`config.mk`:
```
export PLATFORM = sky130hd
export DESIGN_NAME = zone_vehicle_presence_detector
export DESIGN_NICKNAME = d
export VERILOG_FILES = /design/src/rtl/core/zvpd_pkg.sv /design/src/rtl/core/zone_vehicle_presence_detector.sv /design/src/rtl/core/zvpd_front.sv /design/src/rtl/core/zvpd_queue.sv /design/src/rtl/core/zvpd_back.sv
export VERILOG_INCLUDE_DIRS = /design/src /design/src/rtl/core
export SDC_FILE = /design/constraint.sdc
export NUM_CORES = 1
export LEC_CHECK = 0
export BUFFER_PORTS_ARGS = -buffer_cell sky130_fd_sc_hd__buf_2
export CORE_ASPECT_RATIO = 0.5
export CORE_MARGIN = 4
export CORE_UTILIZATION = 60
export DETAILED_ROUTE_END_ITERATION = 16
export GPL_TIMING_DRIVEN = 0
export MAX_ROUTING_LAYER = met4
export PLACE_DENSITY = 0.78
export SLEW_MARGIN = 30
export SYNTH_ARGS = -nofsm -noshare
export SYNTH_HDL_FRONTEND = slang
export SYNTH_SLANG_ARGS = --single-unit
```
`constraint.sdc`:
```
create_clock -name clk -period 8.1 [get_ports clk]
set_input_delay 0.81 -clock clk [delete_from_list [all_inputs] [get_ports clk]]
set_output_delay 0.81 -clock clk [all_outputs]
set_load 0.02 [all_outputs]
```
`src/rtl/core/zone_vehicle_presence_detector_defines.svh`:
```
// ----------------------------------------------------------------------------
// Zone vehicle presence detector assertion macros
// Shared concurrent assertion forms, clocked on clk and disabled in reset.
// ----------------------------------------------------------------------------
`ifndef ZONE_VEHICLE_PRESENCE_DETECTOR_DEFINES_SVH
`define ZONE_VEHICLE_PRESENCE_DETECTOR_DEFINES_SVH

// Consequent must hold in the same cycle as the antecedent.
`define ZVPD_ASSERT_SAME(label, ante, cons) \
    label: assert property (@(posedge clk) disable iff (!rst_n) (ante) |-> (cons)) \
        else $error("zvpd assertion failed");

// Consequent must hold in the cycle after the antecedent.
`define ZVPD_ASSERT_NEXT(label, ante, cons) \
    label: assert property (@(posedge clk) disable iff (!rst_n) (ante) |=> (cons)) \
        else $error("zvpd assertion failed");

`endif

```
`src/rtl/core/zvpd_pkg.sv`:
```
// ----------------------------------------------------------------------------
// Zone vehicle presence detector package
// Types, register codes, reset values and constants shared by the block.
// ----------------------------------------------------------------------------
`default_nettype none

package zvpd_pkg;

    // Defaults for the top-level parameters.
    localparam int MAX_PIXELS_DEFAULT  = 16384;
    localparam int QUEUE_DEPTH_DEFAULT = 4;

    // Shadow band shape.
    localparam int SHADOW_UPPER_CAP  = 128;
    localparam int SHADOW_DARK_LEVEL = 20;
    localparam int SHADOW_BAND       = 60;

    localparam int MS_PER_SECOND = 1000;

    // Width of the configuration data port and of the wide registers.
    localparam int CFG_W     = 15;
    localparam int CFG_IDX_W = 3;

    localparam logic [CFG_IDX_W-1:0] CFG_DIFF_THRESHOLD   = 3'd0;
    localparam logic [CFG_IDX_W-1:0] CFG_LIGHT_BEAM_LEVEL = 3'd1;
    localparam logic [CFG_IDX_W-1:0] CFG_ENTER_POINTS     = 3'd2;
    localparam logic [CFG_IDX_W-1:0] CFG_EXIT_POINTS      = 3'd3;
    localparam logic [CFG_IDX_W-1:0] CFG_CONFIRM_POINTS   = 3'd4;
    localparam logic [CFG_IDX_W-1:0] CFG_SHADOW_MAX_WRONG = 3'd5;
    localparam logic [CFG_IDX_W-1:0] CFG_BEAM_MAX_WRONG   = 3'd6;
    localparam logic [CFG_IDX_W-1:0] CFG_REENTER_INTERVAL = 3'd7;

    localparam logic [7:0]       RST_DIFF_THRESHOLD   = 8'd20;
    localparam logic [7:0]       RST_LIGHT_BEAM_LEVEL = 8'd230;
    localparam logic [CFG_W-1:0] RST_ENTER_POINTS     = 15'd100;
    localparam logic [CFG_W-1:0] RST_EXIT_POINTS      = 15'd50;
    localparam logic [CFG_W-1:0] RST_CONFIRM_POINTS   = 15'd50;
    localparam logic [CFG_W-1:0] RST_SHADOW_MAX_WRONG = 15'd20;
    localparam logic [CFG_W-1:0] RST_BEAM_MAX_WRONG   = 15'd20;
    localparam logic [9:0]       RST_REENTER_INTERVAL = 10'd200;

    typedef struct packed {
        logic [7:0]       diff_threshold;
        logic [7:0]       light_beam_level;
        logic [CFG_W-1:0] enter_points;
        logic [CFG_W-1:0] exit_points;
        logic [CFG_W-1:0] confirm_points;
        logic [CFG_W-1:0] shadow_max_wrong;
        logic [CFG_W-1:0] beam_max_wrong;
        logic [9:0]       reenter_interval_ms;
    } cfg_t;

    // One classified pixel as it travels from the front to the back.
    typedef struct packed {
        logic        changed;
        logic        beam;
        logic        shadow;
        logic        last;
        logic [31:0] time_ms;
    } pixel_class_t;

    typedef enum logic [1:0] {
        ZS_ROAD   = 2'd0,
        ZS_CAR    = 2'd1,
        ZS_SHADOW = 2'd2,
        ZS_BEAM   = 2'd3
    } zone_state_t;

    typedef enum logic [1:0] {
        EV_NONE  = 2'd0,
        EV_ENTER = 2'd1,
        EV_LEAVE = 2'd2
    } event_t;

endpackage

`default_nettype wire

```
`src/rtl/core/zone_vehicle_presence_detector.sv`:
```
// ----------------------------------------------------------------------------
// Zone vehicle presence detector
// Counts changed pixels of a zone per frame and reports car enter and exit.
// ----------------------------------------------------------------------------
// The block takes one pixel request per clock while in_stall is low. It gives
// one result per last pixel, which is queued, popped in its turn and sets the
// out_valid register. The front classifies each accepted pixel and writes it
// into a queue of QUEUE_DEPTH entries. The back drains one entry per clock,
// unless a held result blocks a frame end, into the frame counters and, at a
// frame end, runs the zone state machine into a result register. in_stall
// rises only once a result has been held by out_stall and the queue has
// filled behind it. Configuration registers are written through cfg_we,
// cfg_index and cfg_data, and take effect from the cycle after the write.
// ----------------------------------------------------------------------------
`default_nettype none

module zone_vehicle_presence_detector
#(
    parameter int MAX_PIXELS  = zvpd_pkg::MAX_PIXELS_DEFAULT,
    parameter int QUEUE_DEPTH = zvpd_pkg::QUEUE_DEPTH_DEFAULT
)
(
    input  wire logic                            clk,
    input  wire logic                            rst_n,
    input  wire logic                            cfg_we,
    input  wire logic [zvpd_pkg::CFG_IDX_W-1:0]  cfg_index,
    input  wire logic [zvpd_pkg::CFG_W-1:0]      cfg_data,
    input  wire logic                            in_valid,
    output logic                                 in_stall,
    input  wire logic [7:0]                      frame_pixel,
    input  wire logic [7:0]                      background_pixel,
    input  wire logic                            in_zone,
    input  wire logic                            last_pixel,
    input  wire logic [31:0]                     time_ms,
    output logic                                 out_valid,
    input  wire logic                            out_stall,
    output logic [1:0]                           event_res,
    output logic [1:0]                           zone_state,
    output logic [zvpd_pkg::CFG_W-1:0]           changed_count,
    output logic [zvpd_pkg::CFG_W-1:0]           shadow_count,
    output logic [zvpd_pkg::CFG_W-1:0]           beam_count
);

    zvpd_pkg::cfg_t         cfg_reg;
    zvpd_pkg::cfg_t         cfg_next;
    zvpd_pkg::pixel_class_t push_entry;
    zvpd_pkg::pixel_class_t head;
    logic                   push;
    logic                   pop;
    logic                   queue_full;
    logic                   queue_empty;

    always_comb
    begin
        cfg_next = cfg_reg;
        if (cfg_we)
        begin
            case (cfg_index)
                zvpd_pkg::CFG_DIFF_THRESHOLD:   cfg_next.diff_threshold   = cfg_data[7:0];
                zvpd_pkg::CFG_LIGHT_BEAM_LEVEL: cfg_next.light_beam_level = cfg_data[7:0];
                zvpd_pkg::CFG_ENTER_POINTS:     cfg_next.enter_points     = cfg_data;
                zvpd_pkg::CFG_EXIT_POINTS:      cfg_next.exit_points      = cfg_data;
                zvpd_pkg::CFG_CONFIRM_POINTS:   cfg_next.confirm_points   = cfg_data;
                zvpd_pkg::CFG_SHADOW_MAX_WRONG: cfg_next.shadow_max_wrong = cfg_data;
                zvpd_pkg::CFG_BEAM_MAX_WRONG:   cfg_next.beam_max_wrong   = cfg_data;
                zvpd_pkg::CFG_REENTER_INTERVAL: cfg_next.reenter_interval_ms = cfg_data[9:0];
                default:
                begin
                    cfg_next = cfg_reg;
                end
            endcase
        end
    end

    always_ff @(posedge clk or negedge rst_n)
    begin
        if (!rst_n)
        begin
            cfg_reg.diff_threshold      <= zvpd_pkg::RST_DIFF_THRESHOLD;
            cfg_reg.light_beam_level    <= zvpd_pkg::RST_LIGHT_BEAM_LEVEL;
            cfg_reg.enter_points        <= zvpd_pkg::RST_ENTER_POINTS;
            cfg_reg.exit_points         <= zvpd_pkg::RST_EXIT_POINTS;
            cfg_reg.confirm_points      <= zvpd_pkg::RST_CONFIRM_POINTS;
            cfg_reg.shadow_max_wrong    <= zvpd_pkg::RST_SHADOW_MAX_WRONG;
            cfg_reg.beam_max_wrong      <= zvpd_pkg::RST_BEAM_MAX_WRONG;
            cfg_reg.reenter_interval_ms <= zvpd_pkg::RST_REENTER_INTERVAL;
        end
        else
        begin
            cfg_reg <= cfg_next;
        end
    end

    zvpd_front u_front
    (
        .in_valid         (in_valid),
        .in_stall         (in_stall),
        .frame_pixel      (frame_pixel),
        .background_pixel (background_pixel),
        .in_zone          (in_zone),
        .last_pixel       (last_pixel),
        .time_ms          (time_ms),
        .cfg              (cfg_reg),
        .queue_full       (queue_full),
        .push             (push),
        .push_entry       (push_entry)
    );

    zvpd_queue
    #(
        .QUEUE_DEPTH (QUEUE_DEPTH)
    )
    u_queue
    (
        .clk        (clk),
        .rst_n      (rst_n),
        .push       (push),
        .push_entry (push_entry),
        .pop        (pop),
        .full       (queue_full),
        .empty      (queue_empty),
        .head       (head)
    );

    zvpd_back
    #(
        .MAX_PIXELS (MAX_PIXELS)
    )
    u_back
    (
        .clk           (clk),
        .rst_n         (rst_n),
        .cfg           (cfg_reg),
        .queue_empty   (queue_empty),
        .head          (head),
        .pop           (pop),
        .out_valid     (out_valid),
        .out_stall     (out_stall),
        .event_res     (event_res),
        .zone_state    (zone_state),
        .changed_count (changed_count),
        .shadow_count  (shadow_count),
        .beam_count    (beam_count)
    );

endmodule

`default_nettype wire

```
`src/rtl/core/zvpd_front.sv`:
```
// ----------------------------------------------------------------------------
// Zone vehicle presence detector front end
// Accepts pixel requests and classifies each as changed, light beam or shadow.
// ----------------------------------------------------------------------------
`default_nettype none

module zvpd_front
(
    input  wire logic                  in_valid,
    output logic                       in_stall,
    input  wire logic [7:0]            frame_pixel,
    input  wire logic [7:0]            background_pixel,
    input  wire logic                  in_zone,
    input  wire logic                  last_pixel,
    input  wire logic [31:0]           time_ms,
    input  wire zvpd_pkg::cfg_t        cfg,
    input  wire logic                  queue_full,
    output logic                       push,
    output zvpd_pkg::pixel_class_t     push_entry
);

    localparam logic [9:0] UPPER_CAP   = 10'(zvpd_pkg::SHADOW_UPPER_CAP);
    localparam logic [9:0] DARK_LEVEL  = 10'(zvpd_pkg::SHADOW_DARK_LEVEL);
    localparam logic [9:0] BAND        = 10'(zvpd_pkg::SHADOW_BAND);
    localparam logic [9:0] BAND_SWITCH = 10'(zvpd_pkg::SHADOW_DARK_LEVEL
                                             + zvpd_pkg::SHADOW_BAND);

    logic       brighter;
    logic [7:0] abs_diff;
    logic       changed;
    logic [9:0] upper_raw;
    logic [9:0] upper;
    logic [9:0] lower;
    logic [9:0] frame_w;
    logic       in_band;

    assign in_stall = queue_full;
    assign push     = in_valid && !queue_full;

    always_comb
    begin
        brighter  = frame_pixel >= background_pixel;
        abs_diff  = brighter ? frame_pixel - background_pixel
                             : background_pixel - frame_pixel;
        changed   = in_zone && (abs_diff > cfg.diff_threshold);

        // Shadow band sits below the background, capped and with a dark floor.
        upper_raw = {2'b00, background_pixel} - {2'b00, cfg.diff_threshold};
        upper     = (upper_raw > UPPER_CAP) ? UPPER_CAP : upper_raw;
        lower     = (upper > BAND_SWITCH) ? upper - BAND : DARK_LEVEL;
        frame_w   = {2'b00, frame_pixel};
        in_band   = (background_pixel > cfg.diff_threshold)
                    && (frame_w > lower) && (frame_w < upper);

        push_entry.changed = changed;
        push_entry.beam    = changed && brighter && (frame_pixel >= cfg.light_beam_level);
        push_entry.shadow  = changed && !brighter && in_band;
        push_entry.last    = last_pixel;
        push_entry.time_ms = time_ms;
    end

endmodule

`default_nettype wire

```
`src/rtl/core/zvpd_queue.sv`:
```
// ----------------------------------------------------------------------------
// Zone vehicle presence detector queue
// Short first-in first-out buffer of classified pixels between front and back.
// ----------------------------------------------------------------------------
`default_nettype none

`include "zone_vehicle_presence_detector_defines.svh"

module zvpd_queue
#(
    parameter int QUEUE_DEPTH = zvpd_pkg::QUEUE_DEPTH_DEFAULT
)
(
    input  wire logic                   clk,
    input  wire logic                   rst_n,
    input  wire logic                   push,
    input  wire zvpd_pkg::pixel_class_t push_entry,
    input  wire logic                   pop,
    output logic                        full,
    output logic                        empty,
    output zvpd_pkg::pixel_class_t      head
);

    localparam int PTR_W = (QUEUE_DEPTH > 1) ? $clog2(QUEUE_DEPTH) : 1;
    localparam int CNT_W = $clog2(QUEUE_DEPTH + 1);
    localparam logic [PTR_W-1:0] LAST_PTR = PTR_W'(QUEUE_DEPTH - 1);
    localparam logic [CNT_W-1:0] DEPTH_CNT = CNT_W'(QUEUE_DEPTH);

    zvpd_pkg::pixel_class_t entry_reg [QUEUE_DEPTH];

    logic [PTR_W-1:0] wr_ptr_reg;
    logic [PTR_W-1:0] wr_ptr_next;
    logic [PTR_W-1:0] rd_ptr_reg;
    logic [PTR_W-1:0] rd_ptr_next;
    logic [CNT_W-1:0] count_reg;
    logic [CNT_W-1:0] count_next;

    assign full  = count_reg == DEPTH_CNT;
    assign empty = count_reg == '0;
    assign head  = entry_reg[rd_ptr_reg];

    always_comb
    begin
        wr_ptr_next = wr_ptr_reg;
        rd_ptr_next = rd_ptr_reg;
        count_next  = count_reg;
        if (push)
        begin
            wr_ptr_next = (wr_ptr_reg == LAST_PTR) ? '0 : wr_ptr_reg + 1'b1;
        end
        if (pop)
        begin
            rd_ptr_next = (rd_ptr_reg == LAST_PTR) ? '0 : rd_ptr_reg + 1'b1;
        end
        if (push && !pop)
        begin
            count_next = count_reg + 1'b1;
        end
        else if (pop && !push)
        begin
            count_next = count_reg - 1'b1;
        end
    end

    always_ff @(posedge clk or negedge rst_n)
    begin
        if (!rst_n)
        begin
            wr_ptr_reg <= '0;
            rd_ptr_reg <= '0;
            count_reg  <= '0;
        end
        else
        begin
            wr_ptr_reg <= wr_ptr_next;
            rd_ptr_reg <= rd_ptr_next;
            count_reg  <= count_next;
        end
    end

    always_ff @(posedge clk)
    begin
        if (push)
        begin
            entry_reg[wr_ptr_reg] <= push_entry;
        end
    end

    `ZVPD_ASSERT_SAME(a_no_push_when_full, full, !push)
    `ZVPD_ASSERT_SAME(a_no_pop_when_empty, empty, !pop)

endmodule

`default_nettype wire

```
`src/rtl/core/zvpd_back.sv`:
```
// ----------------------------------------------------------------------------
// Zone vehicle presence detector back end
// Accumulates frame totals, runs the zone state machine and holds the result.
// ----------------------------------------------------------------------------
`default_nettype none

`include "zone_vehicle_presence_detector_defines.svh"

module zvpd_back
#(
    parameter int MAX_PIXELS = zvpd_pkg::MAX_PIXELS_DEFAULT
)
(
    input  wire logic                   clk,
    input  wire logic                   rst_n,
    input  wire zvpd_pkg::cfg_t         cfg,
    input  wire logic                   queue_empty,
    input  wire zvpd_pkg::pixel_class_t head,
    output logic                        pop,
    output logic                        out_valid,
    input  wire logic                   out_stall,
    output logic [1:0]                  event_res,
    output logic [1:0]                  zone_state,
    output logic [zvpd_pkg::CFG_W-1:0]  changed_count,
    output logic [zvpd_pkg::CFG_W-1:0]  shadow_count,
    output logic [zvpd_pkg::CFG_W-1:0]  beam_count
);

    localparam int CNT_W = $clog2(MAX_PIXELS + 1);
    localparam int CMP_W = (CNT_W > zvpd_pkg::CFG_W) ? CNT_W : zvpd_pkg::CFG_W;
    localparam logic [CNT_W-1:0] MAX_CNT = CNT_W'(MAX_PIXELS);
    localparam logic [9:0] SECOND_MS = 10'(zvpd_pkg::MS_PER_SECOND);

    // The changed total saturates on its own; it equals the saturated sum
    // of the brighter and darker totals, so those need no registers.
    logic [CNT_W-1:0] total_cnt_reg;
    logic [CNT_W-1:0] total_cnt_next;
    logic [CNT_W-1:0] shadow_cnt_reg;
    logic [CNT_W-1:0] shadow_cnt_next;
    logic [CNT_W-1:0] beam_cnt_reg;
    logic [CNT_W-1:0] beam_cnt_next;
    logic [31:0]      exit_stamp_reg;
    logic [31:0]      exit_stamp_next;

    zvpd_pkg::zone_state_t state_reg;
    zvpd_pkg::zone_state_t state_next;
    zvpd_pkg::event_t      event_reg;
    zvpd_pkg::event_t      event_next;

    logic             out_valid_reg;
    logic             out_valid_next;
    logic [CMP_W-1:0] total_res_reg;
    logic [CMP_W-1:0] shadow_res_reg;
    logic [CMP_W-1:0] beam_res_reg;

    logic             out_free;
    logic             frame_end;
    logic [CNT_W-1:0] total_upd;
    logic [CNT_W-1:0] shadow_upd;
    logic [CNT_W-1:0] beam_upd;
    logic [CMP_W-1:0] total_w;
    logic [CMP_W-1:0] wrong_shadow;
    logic [CMP_W-1:0] wrong_beam;
    logic             shadow_seen;
    logic             beam_seen;
    logic             below_exit;
    logic [31:0]      since_exit;
    logic             hold_ok;

    // A frame end may only leave the queue when the result register is free.
    assign out_free  = !out_valid_reg || !out_stall;
    assign pop       = !queue_empty && (!head.last || out_free);
    assign frame_end = pop && head.last;

    always_comb
    begin
        total_upd  = total_cnt_reg;
        shadow_upd = shadow_cnt_reg;
        beam_upd   = beam_cnt_reg;
        if (head.changed && (total_cnt_reg != MAX_CNT))
        begin
            total_upd = total_cnt_reg + 1'b1;
        end
        if (head.shadow && (shadow_cnt_reg != MAX_CNT))
        begin
            shadow_upd = shadow_cnt_reg + 1'b1;
        end
        if (head.beam && (beam_cnt_reg != MAX_CNT))
        begin
            beam_upd = beam_cnt_reg + 1'b1;
        end

        total_w      = CMP_W'(total_upd);
        wrong_shadow = total_w - CMP_W'(shadow_upd);
        wrong_beam   = total_w - CMP_W'(beam_upd);
        shadow_seen  = (shadow_upd != '0)
                       && (wrong_shadow <= CMP_W'(cfg.shadow_max_wrong));
        beam_seen    = (beam_upd != '0)
                       && (wrong_beam <= CMP_W'(cfg.beam_max_wrong));
        below_exit   = total_w < CMP_W'(cfg.exit_points);

        // Wrapping time since the last exit.
        since_exit = head.time_ms - exit_stamp_reg;
        hold_ok    = (since_exit[31:10] != '0) || (since_exit[9:0] >= SECOND_MS)
                     || (since_exit[9:0] > cfg.reenter_interval_ms);
    end

    always_comb
    begin
        state_next      = state_reg;
        event_next      = zvpd_pkg::EV_NONE;
        exit_stamp_next = exit_stamp_reg;

        case (state_reg)
            zvpd_pkg::ZS_ROAD:
            begin
                if (total_w > CMP_W'(cfg.enter_points))
                begin
                    if (shadow_seen)
                    begin
                        state_next = zvpd_pkg::ZS_SHADOW;
                    end
                    else if (beam_seen)
                    begin
                        state_next = zvpd_pkg::ZS_BEAM;
                    end
                    else if (hold_ok)
                    begin
                        state_next = zvpd_pkg::ZS_CAR;
                        event_next = zvpd_pkg::EV_ENTER;
                    end
                end
            end
            zvpd_pkg::ZS_CAR:
            begin
                if (shadow_seen)
                begin
                    state_next = zvpd_pkg::ZS_SHADOW;
                    event_next = zvpd_pkg::EV_LEAVE;
                end
                else if (beam_seen)
                begin
                    state_next = zvpd_pkg::ZS_BEAM;
                    event_next = zvpd_pkg::EV_LEAVE;
                end
                else if (below_exit)
                begin
                    state_next = zvpd_pkg::ZS_ROAD;
                    event_next = zvpd_pkg::EV_LEAVE;
                end
                if (event_next == zvpd_pkg::EV_LEAVE)
                begin
                    exit_stamp_next = head.time_ms;
                end
            end
            zvpd_pkg::ZS_SHADOW:
            begin
                if (wrong_shadow > CMP_W'(cfg.confirm_points))
                begin
                    if (hold_ok)
                    begin
                        state_next = zvpd_pkg::ZS_CAR;
                        event_next = zvpd_pkg::EV_ENTER;
                    end
                end
                else if (below_exit && (wrong_shadow < CMP_W'(cfg.shadow_max_wrong)))
                begin
                    state_next = zvpd_pkg::ZS_ROAD;
                end
            end
            zvpd_pkg::ZS_BEAM:
            begin
                if (wrong_beam > CMP_W'(cfg.confirm_points))
                begin
                    if (hold_ok)
                    begin
                        state_next = zvpd_pkg::ZS_CAR;
                        event_next = zvpd_pkg::EV_ENTER;
                    end
                end
                else if (below_exit && (wrong_beam < CMP_W'(cfg.beam_max_wrong)))
                begin
                    state_next = zvpd_pkg::ZS_ROAD;
                end
            end
            default:
            begin
                state_next = zvpd_pkg::ZS_ROAD;
            end
        endcase

        // Counters keep running on ordinary pixels and clear at a frame end.
        total_cnt_next  = total_cnt_reg;
        shadow_cnt_next = shadow_cnt_reg;
        beam_cnt_next   = beam_cnt_reg;
        out_valid_next  = out_valid_reg && out_stall;
        if (pop)
        begin
            if (head.last)
            begin
                total_cnt_next  = '0;
                shadow_cnt_next = '0;
                beam_cnt_next   = '0;
                out_valid_next  = 1'b1;
            end
            else
            begin
                total_cnt_next  = total_upd;
                shadow_cnt_next = shadow_upd;
                beam_cnt_next   = beam_upd;
            end
        end
    end

    always_ff @(posedge clk or negedge rst_n)
    begin
        if (!rst_n)
        begin
            state_reg      <= zvpd_pkg::ZS_ROAD;
            exit_stamp_reg <= '0;
            total_cnt_reg  <= '0;
            shadow_cnt_reg <= '0;
            beam_cnt_reg   <= '0;
            out_valid_reg  <= 1'b0;
        end
        else
        begin
            if (frame_end)
            begin
                state_reg      <= state_next;
                exit_stamp_reg <= exit_stamp_next;
            end
            total_cnt_reg  <= total_cnt_next;
            shadow_cnt_reg <= shadow_cnt_next;
            beam_cnt_reg   <= beam_cnt_next;
            out_valid_reg  <= out_valid_next;
        end
    end

    always_ff @(posedge clk)
    begin
        if (frame_end)
        begin
            event_reg      <= event_next;
            total_res_reg  <= total_w;
            shadow_res_reg <= CMP_W'(shadow_upd);
            beam_res_reg   <= CMP_W'(beam_upd);
        end
    end

    // The zone state only moves at a frame end, which also reloads the result.
    assign out_valid     = out_valid_reg;
    assign event_res     = event_reg;
    assign zone_state    = state_reg;
    assign changed_count = total_res_reg[zvpd_pkg::CFG_W-1:0];
    assign shadow_count  = shadow_res_reg[zvpd_pkg::CFG_W-1:0];
    assign beam_count    = beam_res_reg[zvpd_pkg::CFG_W-1:0];

    `ZVPD_ASSERT_SAME(a_enter_means_car,
        out_valid_reg && (event_reg == zvpd_pkg::EV_ENTER), state_reg == zvpd_pkg::ZS_CAR)
    `ZVPD_ASSERT_SAME(a_leave_means_no_car,
        out_valid_reg && (event_reg == zvpd_pkg::EV_LEAVE), state_reg != zvpd_pkg::ZS_CAR)
    `ZVPD_ASSERT_SAME(a_sub_counts_bounded, 1'b1,
        (shadow_cnt_reg <= total_cnt_reg) && (beam_cnt_reg <= total_cnt_reg))
    `ZVPD_ASSERT_NEXT(a_frame_end_clears, frame_end,
        (total_cnt_reg == '0) && (shadow_cnt_reg == '0) && (beam_cnt_reg == '0))

endmodule

`default_nettype wire
```
=== Word level (Yosys, flattened, before mapping) ===
Memories as Yosys holds them, arrays and structs flattened.
Cells that the tools add are included.

* Reduce and logical (&&, ||, !) cells: 49
* $add $sub $neg: 14
* Mux-type cells: 40
* Order comparisons: 18
* Equality and inequality tests: 21

{| class="wikitable"
|+ Operator list
! cell !! number
|-
| $mux 15 || 6
|-
| $add 15x1->15 const B || 3
|-
| $gt 15x15->1 || 3
|-
| $lt 15x15->1 || 3
|-
| $ne 15x15->1 const B || 3
|-
| $mux 2 || 21
|-
| $sub 32x32->32 || 1
|-
| $le 15x15->1 || 2
|-
| $reduce_bool 15->1 || 2
|-
| $sub 15x15->15 || 2
|-
| $reduce_bool 22->1 || 1
|-
| $logic_and 1x1->1 || 20
|-
| $mux 10 || 2
|-
| $ge 8x8->1 || 2
|-
| $gt 8x8->1 || 2
|-
| $pmux 2 s4 || 2
|-
| $reduce_and 2->1 || 8
|-
| $sub 8x8->8 || 2
|-
| $eq 3x3->1 const B || 5
|-
| $eq 2x2->1 const B || 5
|-
| $ge 10x10->1 const B || 1
|-
| $gt 10x10->1 || 1
|-
| $gt 10x7->1 const B || 1
|-
| $gt 10x8->1 const B || 1
|-
| 23 further kinds || 43
|}

* Bits of input ports: 73
* Flip-flop bits (word level): 235
* Word-level logic and storage cells: 164
* Memory bits (writable): 144
* Memories: 1

{| class="wikitable"
|+ Memory list
! memory !! depth !! width !! rd ports !! clocked after Yosys merged registers in !! write ports !! line !! RTL
|-
| u_queue.entry_reg || 4 || 36 || 1 || 0 || 1 || zvpd_queue.sv:29 || <nowiki>zvpd_pkg::pixel_class_t entry_reg [QUEUE_DEPTH];</nowiki>
|}

=== Depth between registers and ports, before layout ===
* Depth after elaboration: 11
* Gate-level depth with buffers: 30
* Gate-level depth less buffers: 29

=== Cells and area by module ===
A second synthesis with hierarchy kept.

* Cells, all modules: 2142
* Area total of the unflattened synthesis: 23817.8 µm²

{| class="wikitable"
|+ By module, submodules not included
! module !! times used !! area each (µm²) !! seq. area each (µm²) !! cells each
|-
| zvpd_back || 1 || 11820.1 || 3413.3 || 1377
|-
| zvpd_queue || 1 || 5620.4 || 4499.3 || 225
|-
| zone_vehicle_presence_detector || 1 || 4017.6 || 2556.2 || 222
|-
| zvpd_front || 1 || 2359.8 || 0.0 || 318
|}

=== Worst setup path after synthesis ===
Ideal clock, no wire load.

* Kind: reg-to-reg
* From: reg u_queue.rd_ptr_reg[1]
* To: reg u_back.state_reg[1], in the netlist u_back.zone_state[1]
* Path buffers: 1
* Path slack: 2.209 ns
* Cell stages (with the launch flop): 26
* Data required time: 7.976 ns
* Setup time: 0.124 ns
* Arrival: 5.767 ns
* Cells stage by stage: dfrtp_1 -> buf_1 -> mux4_2 -> nand2_1 -> inv_1 -> o21ai_0 -> ha_1 -> nor2b_1 -> o21ai_0 -> a21boi_0 -> o21ai_0 -> a21boi_0 -> o2111ai_1 -> nand3_1 -> a2111o_1 -> o311ai_0 -> ha_1 -> a21oi_1 -> nand2_1 -> a221o_1 -> a211oi_1 -> nor2_1 -> a2111oi_0 -> a211oi_1 -> nor3b_1 -> a211o_1

* Longest elaborated chain between the ends: 10
* Elaborated cells on any way between the ends: 47

{| class="wikitable"
|+ RTL lines
! item !! line !! RTL
|-
| from (decl) || zvpd_queue.sv:33 || <nowiki>logic [PTR_W-1:0] rd_ptr_reg;</nowiki>
|-
| from (signal assigned) || zvpd_queue.sv:76 || <nowiki>rd_ptr_reg <= rd_ptr_next;</nowiki>
|-
| $mem_v2 4x36 (*) || - ||
|-
| $logic_and 1x1->1 (*) || zvpd_back.sv:80 || <nowiki>if (head.changed && (total_cnt_reg != MAX_CNT))</nowiki>
|-
| $mux 15 (*) || zvpd_back.sv:80 ||
|-
| named net u_back.total_upd[1] || zvpd_back.sv:58 || <nowiki>logic [CNT_W-1:0] total_upd;</nowiki>
|-
| $sub 15x15->15 || zvpd_back.sv:95 || <nowiki>wrong_beam = total_w - CMP_W'(beam_upd);</nowiki>
|-
| $le 15x15->1 || zvpd_back.sv:99 || <nowiki>&& (wrong_beam <= CMP_W'(cfg.beam_max_wrong));</nowiki>
|-
| $logic_and 1x1->1 || zvpd_back.sv:99 ||
|-
| $mux 2 || zvpd_back.sv:123 || <nowiki>else if (beam_seen)</nowiki>
|-
| $mux 2 || zvpd_back.sv:119 || <nowiki>if (shadow_seen)</nowiki>
|-
| $mux 2 || zvpd_back.sv:117 || <nowiki>if (total_w > CMP_W'(cfg.enter_points))</nowiki>
|-
| $pmux 2 s4 || zvpd_back.sv:114 || <nowiki>case (state_reg)</nowiki>
|-
| to (signal assigned) || zvpd_back.sv:219 || <nowiki>state_reg <= zvpd_pkg::ZS_ROAD;</nowiki>
|-
| to (signal assigned) || zvpd_back.sv:230 || <nowiki>state_reg <= state_next;</nowiki>
|-
| to (decl) || zvpd_back.sv:45 || <nowiki>zvpd_pkg::zone_state_t state_reg;</nowiki>
|}

The timed path passes the listed nets; every way through them passes the cells marked *. The select of a mux whose other input is x is not followed.
A chain may end at the register's enable or synchronous reset.

=== Worst setup path after layout ===
* From: reg u_queue.rd_ptr_reg[1]
* To: reg u_back.exit_stamp_reg[24]

* Longest elaborated chain between the ends: 11
* Elaborated cells on any way between the ends: 26

{| class="wikitable"
|+ RTL lines
! item !! line !! RTL
|-
| $mem_v2 4x36 (*) || - ||
|-
| $logic_and 1x1->1 (*) || zvpd_back.sv:80 ||
|-
| $mux 15 (*) || zvpd_back.sv:80 ||
|-
| named net u_back.total_upd[1] || zvpd_back.sv:58 ||
|-
| $sub 15x15->15 || zvpd_back.sv:95 ||
|-
| $le 15x15->1 || zvpd_back.sv:99 ||
|-
| $logic_and 1x1->1 || zvpd_back.sv:99 ||
|-
| $mux 2 || zvpd_back.sv:141 || <nowiki>else if (beam_seen)</nowiki>
|-
| $mux 2 (*) || zvpd_back.sv:136 || <nowiki>if (shadow_seen)</nowiki>
|-
| $mux 2 (*) || zvpd_back.sv:114 ||
|-
| $eq 2x2->1 (*) || zvpd_back.sv:151 || <nowiki>if (event_next == zvpd_pkg::EV_LEAVE)</nowiki>
|-
| $reduce_and 3->1 (no source line) (*) || - ||
|-
| to (signal assigned) || zvpd_back.sv:231 || <nowiki>exit_stamp_reg <= exit_stamp_next;</nowiki>
|-
| to (decl) || zvpd_back.sv:42 || <nowiki>logic [31:0] exit_stamp_reg;</nowiki>
|}

Marked as above.

==> metrics.log <==
[metrics] Critical R2R Launch: u_queue.rd_ptr_reg[1]
[metrics] buffer type at the clock tree root: sky130_fd_sc_hd__clkbuf_16
[metrics] worst max-slew margin expressed relative to the limit: 37.1%
[metrics] HPWL after detailed placement: 42.1 mm
[metrics] number of distinct library cells after synthesis: 82
[metrics] Clk pin slew, worst setup/hold paths: 0.07 ns
[metrics] Worst R2R Path Depth: 23
[metrics] Final Slew Violations: 0
[metrics] wirelength, routed: 57.2 mm
[metrics] critical path's largest stage delay: 0.61 ns
[metrics] leading post-synthesis cells by cell area: sky130_fd_sc_hd__edfxtp_1 (25%), sky130_fd_sc_hd__dfrtp_1 (18%), sky130_fd_sc_hd__ha_1 (12%)
[metrics] count of unresolved DRC violations after routing: 0
[metrics] Die Wd: 287 um
[metrics] total number of nets in the final design: 2638
[metrics] syn avg cell area: 10.8 um2
[metrics] die outline height: 148 um
[metrics] Reg2Reg Setup Slack: 0.76 ns
[metrics] critical-path maximum fanout: 10
[metrics] outcome: completed
[metrics] number of antenna diodes: 0
[metrics] First DRT Iteration DRCs: 1565
[metrics] Fin. Hold Viols: 0
[metrics] share of the cycle needed by the critical path after routing: 90.7%
[metrics] synthesized cell area: 23400 um2
[metrics] count of standard-cell rows: 50
[metrics] maximum achievable frequency: 0.136 GHz
[metrics] synthesis-to-finish area growth: 10.8%
[metrics] count of clock tree sinks: 379
[metrics] flip-flop count of the largest register after layout: 144
[metrics] number of levels the H-tree was split into: 2
[metrics] initial standard-cell utilization of the core: 61.7%
[metrics] count of synthesis-stage warnings from yosys: 0
[metrics] CP Capture Type: register
[metrics] via count of the first global-routing pass: 16491
[metrics] category of the critical setup timing path: reg -> reg
[metrics] post-route ant nets: 0
[metrics] total nets after synthesis: 2476
[metrics] leakage power summed over all cells: 11.4 nW
[metrics] Yosys top cell area share: 24.5%
[metrics] Tightest Pin Transition: 0.937 ns
[metrics] instance count of the mapped netlist: 2170
[metrics] ys async rst share: 49.6%
[metrics] crit path DAT: 7.75 ns
[metrics] number of synthesized flops with an enable pin: 191
[metrics] final-layout worst hold slack: 0.115 ns
[metrics] routed via count: 17262
[metrics] remaining global-route overflow: 0
[metrics] unrepaired setup endpoints after global routing: false
[metrics] maximum VDD drop: 0.225 mV
[metrics] share of final-layout standard cells stronger than drive strength 1: 15.8%
[metrics] end of the worst register-to-register path: u_back.exit_stamp_reg[24]
[metrics] drt pass-1 iters: 6
[metrics] FF+latch count, synth: 379
[metrics] maximum number of pins on one net before global-route repair: 85
[metrics] Hold Buf Count CTS: 0
[metrics] pwr/cell area: 449 nW/um2
[metrics] CTS buffer count: 36
[metrics] maximum clock skew at final layout: 0.0224 ns
[metrics] CTS tree: done
[metrics] number of input and output port buffers inserted: 119
[metrics] antenna violations before repair: 0
[metrics] RePlAce Congestion: 0.944
[metrics] detail-routed via count per cell: 6.00
[metrics] number of endpoints failing setup at the final stage: 0
[metrics] maximum number of buffers from clock root to sink: 3
[metrics] number of gates resized after cts: 0
[metrics] flip-flop cell with the highest count after synthesis: sky130_fd_sc_hd__edfxtp_1
[metrics] hold crit path type: in -> async
[metrics] setup tns final: 0 ns
[metrics] Die Outline Area: 42400 um2
[metrics] Fill cells: 2863
[metrics] combined global-route utilization of all metal layers: 27.9%
[metrics] Wirelength per Cell: 19.9 um
[metrics] max-capacitance violation count: 0
[metrics] Buf/Inv on CP: 3
[metrics] Placeable Area: 37900 um2
[metrics] biggest area consumer among synthesized cells: sky130_fd_sc_hd__edfxtp_1
[metrics] buffer count from post-CTS setup fixing: 0
[metrics] CP top delay family: compound AO/OA/AOI/OAI gates
[metrics] Seq/Total Area, Yosys: 44.8%
[metrics] nature of the critical path startpoint: register
[metrics] ordered cell list for the critical path: buf_1 -> mux4_2 -> nand2_1 -> inv_1 -> o21ai_1 -> ha_1 -> nor2b_1 -> o21ai_0 -> a21boi_0 -> o21ai_0 -> a21boi_0 -> o2111ai_1 -> nand3_1 -> a2111o_1 -> o311ai_0 -> ha_1 -> a21o_1 -> a211oi_1 -> a22o_1 -> a21oi_4 -> a21oi_2 -> buf_6 -> mux2_4
[metrics] insertion delay to the later sink of the worst-skew pair: 0.54 ns
[metrics] worst path required time: 8.50 ns
[metrics] cell type of the slowest stage on the worst timing path: sky130_fd_sc_hd__a21oi_2
[metrics] global-route wire length before repair: 90.8 mm
[metrics] final worst path period need: 7.34 ns
[metrics] total I/O pin count: 124
[report_power, final]
group / switching [W] / total [W] / internal (W) / leakage (nW)
combinational: 0.00426 / 0.00714 / 0.00288 / 6.78
sequential: 0.000202 / 0.00281 / 0.00261 / 4.10
clock: 0.000752 / 0.00167 / 0.000920 / 0.549
[cell families after synthesis]
family          after synthesis  share of synthesized area (%)
simple gates                558                           11.9
compound gates              455                           12.6
flops                       379                           44.8
buf+inv                     292                           4.83
fa+ha+maj                   233                           12.7
mux                         151                           9.43
xor+xnor                    101                           3.78
other cells                   1                         0.0160
[worst max path at each step]
stage / from / to / slack (ns) / cells after the start
3_3_place_gp: u_queue.rd_ptr_reg[1] / u_back.exit_stamp_reg[23] / 0.42 / 24
3_5_place_dp: u_queue.rd_ptr_reg[1] / u_back.exit_stamp_reg[23] / 0.74 / 24
4_1_cts: u_queue.rd_ptr_reg[1] / u_back.exit_stamp_reg[30] / 0.71 / 24
5_1_grt: u_back.shadow_cnt_reg[2] / u_back.exit_stamp_reg[24] / 0.19 / 24
6_report: u_queue.rd_ptr_reg[1] / u_back.exit_stamp_reg[24] / 0.76 / 23
2_1_floorplan: u_queue.rd_ptr_reg[1] / u_back.zone_state[1] / 2.21 / 25
[cell usage after synthesis, types with 10 or more instances]
library cell / n
sky130_fd_sc_hd__and2_1: 20
sky130_fd_sc_hd__nor3_1: 34
sky130_fd_sc_hd__xnor2_1: 56
sky130_fd_sc_hd__o21ai_0: 139
sky130_fd_sc_hd__nand3_1: 44
sky130_fd_sc_hd__mux2_2: 67
sky130_fd_sc_hd__or2_2: 13
sky130_fd_sc_hd__and3_1: 23
sky130_fd_sc_hd__o21a_1: 13
sky130_fd_sc_hd__dfstp_2: 23
sky130_fd_sc_hd__nor2_1: 109
sky130_fd_sc_hd__nor3b_1: 11
sky130_fd_sc_hd__mux4_2: 36
sky130_fd_sc_hd__ha_1: 226
sky130_fd_sc_hd__dfrtp_1: 165
sky130_fd_sc_hd__a21oi_1: 88
sky130_fd_sc_hd__clkbuf_1: 67
sky130_fd_sc_hd__o211ai_1: 10
sky130_fd_sc_hd__edfxtp_1: 191
sky130_fd_sc_hd__nor2b_1: 17
sky130_fd_sc_hd__nor4_1: 15
sky130_fd_sc_hd__a21o_1: 50
sky130_fd_sc_hd__inv_1: 215
sky130_fd_sc_hd__nand2_1: 170
sky130_fd_sc_hd__o31ai_1: 15
sky130_fd_sc_hd__xor2_1: 45
sky130_fd_sc_hd__mux2_4: 31
sky130_fd_sc_hd__o21ai_1: 13
sky130_fd_sc_hd__a211oi_1: 15
sky130_fd_sc_hd__nand4_1: 45
sky130_fd_sc_hd__nand2b_1: 17
sky130_fd_sc_hd__mux2i_1: 14
sky130_fd_sc_hd__a22o_1: 10
sky130_fd_sc_hd__a31oi_1: 15
[final cells by class]
type | instances | area, um2 | area share (%)
Timing Repair Buffer | 124 | 723 | 2.79
Clock buffer | 47 | 973 | 3.76
Sequential cell | 379 | 10500 | 40.4
Inverter | 215 | 807 | 3.11
Multi-Input combinational cell | 1499 | 11800 | 45.6
Tap cell | 520 | 651 | 2.51
Clock inverter | 16 | 149 | 0.575
Buffer | 77 | 325 | 1.26
[layout by cell type, fill, tap and decap left out, types with 10 or more instances in the layout]
master and instances:
sky130_fd_sc_hd__a22o_1 10, sky130_fd_sc_hd__nor2b_1 17, sky130_fd_sc_hd__a31oi_1 15, sky130_fd_sc_hd__nand2b_1 17
sky130_fd_sc_hd__o211ai_1 10, sky130_fd_sc_hd__or2_2 13, sky130_fd_sc_hd__xor2_1 45, sky130_fd_sc_hd__clkbuf_16 37
sky130_fd_sc_hd__dfrtp_1 165, sky130_fd_sc_hd__edfxtp_1 191, sky130_fd_sc_hd__buf_2 121, sky130_fd_sc_hd__dfstp_2 23
sky130_fd_sc_hd__mux4_2 36, sky130_fd_sc_hd__and3_1 23, sky130_fd_sc_hd__o21ai_1 14, sky130_fd_sc_hd__nand4_1 45
sky130_fd_sc_hd__a21oi_1 88, sky130_fd_sc_hd__nand3_1 44, sky130_fd_sc_hd__mux2i_1 14, sky130_fd_sc_hd__o21ai_0 138
sky130_fd_sc_hd__a21o_1 50, sky130_fd_sc_hd__a211oi_1 15, sky130_fd_sc_hd__nor3_1 34, sky130_fd_sc_hd__mux2_4 31
sky130_fd_sc_hd__inv_1 215, sky130_fd_sc_hd__mux2_2 67, sky130_fd_sc_hd__nor3b_1 11, sky130_fd_sc_hd__nand2_1 170
sky130_fd_sc_hd__and2_1 16, sky130_fd_sc_hd__o21a_1 13, sky130_fd_sc_hd__clkbuf_1 74, sky130_fd_sc_hd__nor4_1 14
sky130_fd_sc_hd__xnor2_1 56, sky130_fd_sc_hd__o31ai_1 15, sky130_fd_sc_hd__ha_1 226, sky130_fd_sc_hd__nor2_1 108
[stage by stage]
step / util (%) / area (um2) / setup WS (ns) / power (W) / std cells
floorplan: - / 23400 / 2.21 / 0.00795 / 2170
global placement: 65.0 / 24600 / 0.420 / 0.00961 / 2809
detailed placement: 65.4 / 24800 / 0.740 / 0.00984 / 2814
CTS: 68.3 / 25900 / 0.709 / 0.0116 / 2877
global route: 68.4 / 25900 / 0.187 / 0.0126 / 2877
finish: 68.4 / 25900 / 0.756 / 0.0116 / 2877
[per-layer routing]
layer,wire (um),global-route usage (%)
met3,3970,4.59
met2,25700,42.5
met5,0,-
met1,26300,39.8
met4,1150,5.70
Note: power is estimated with default switching activity, not from simulation.
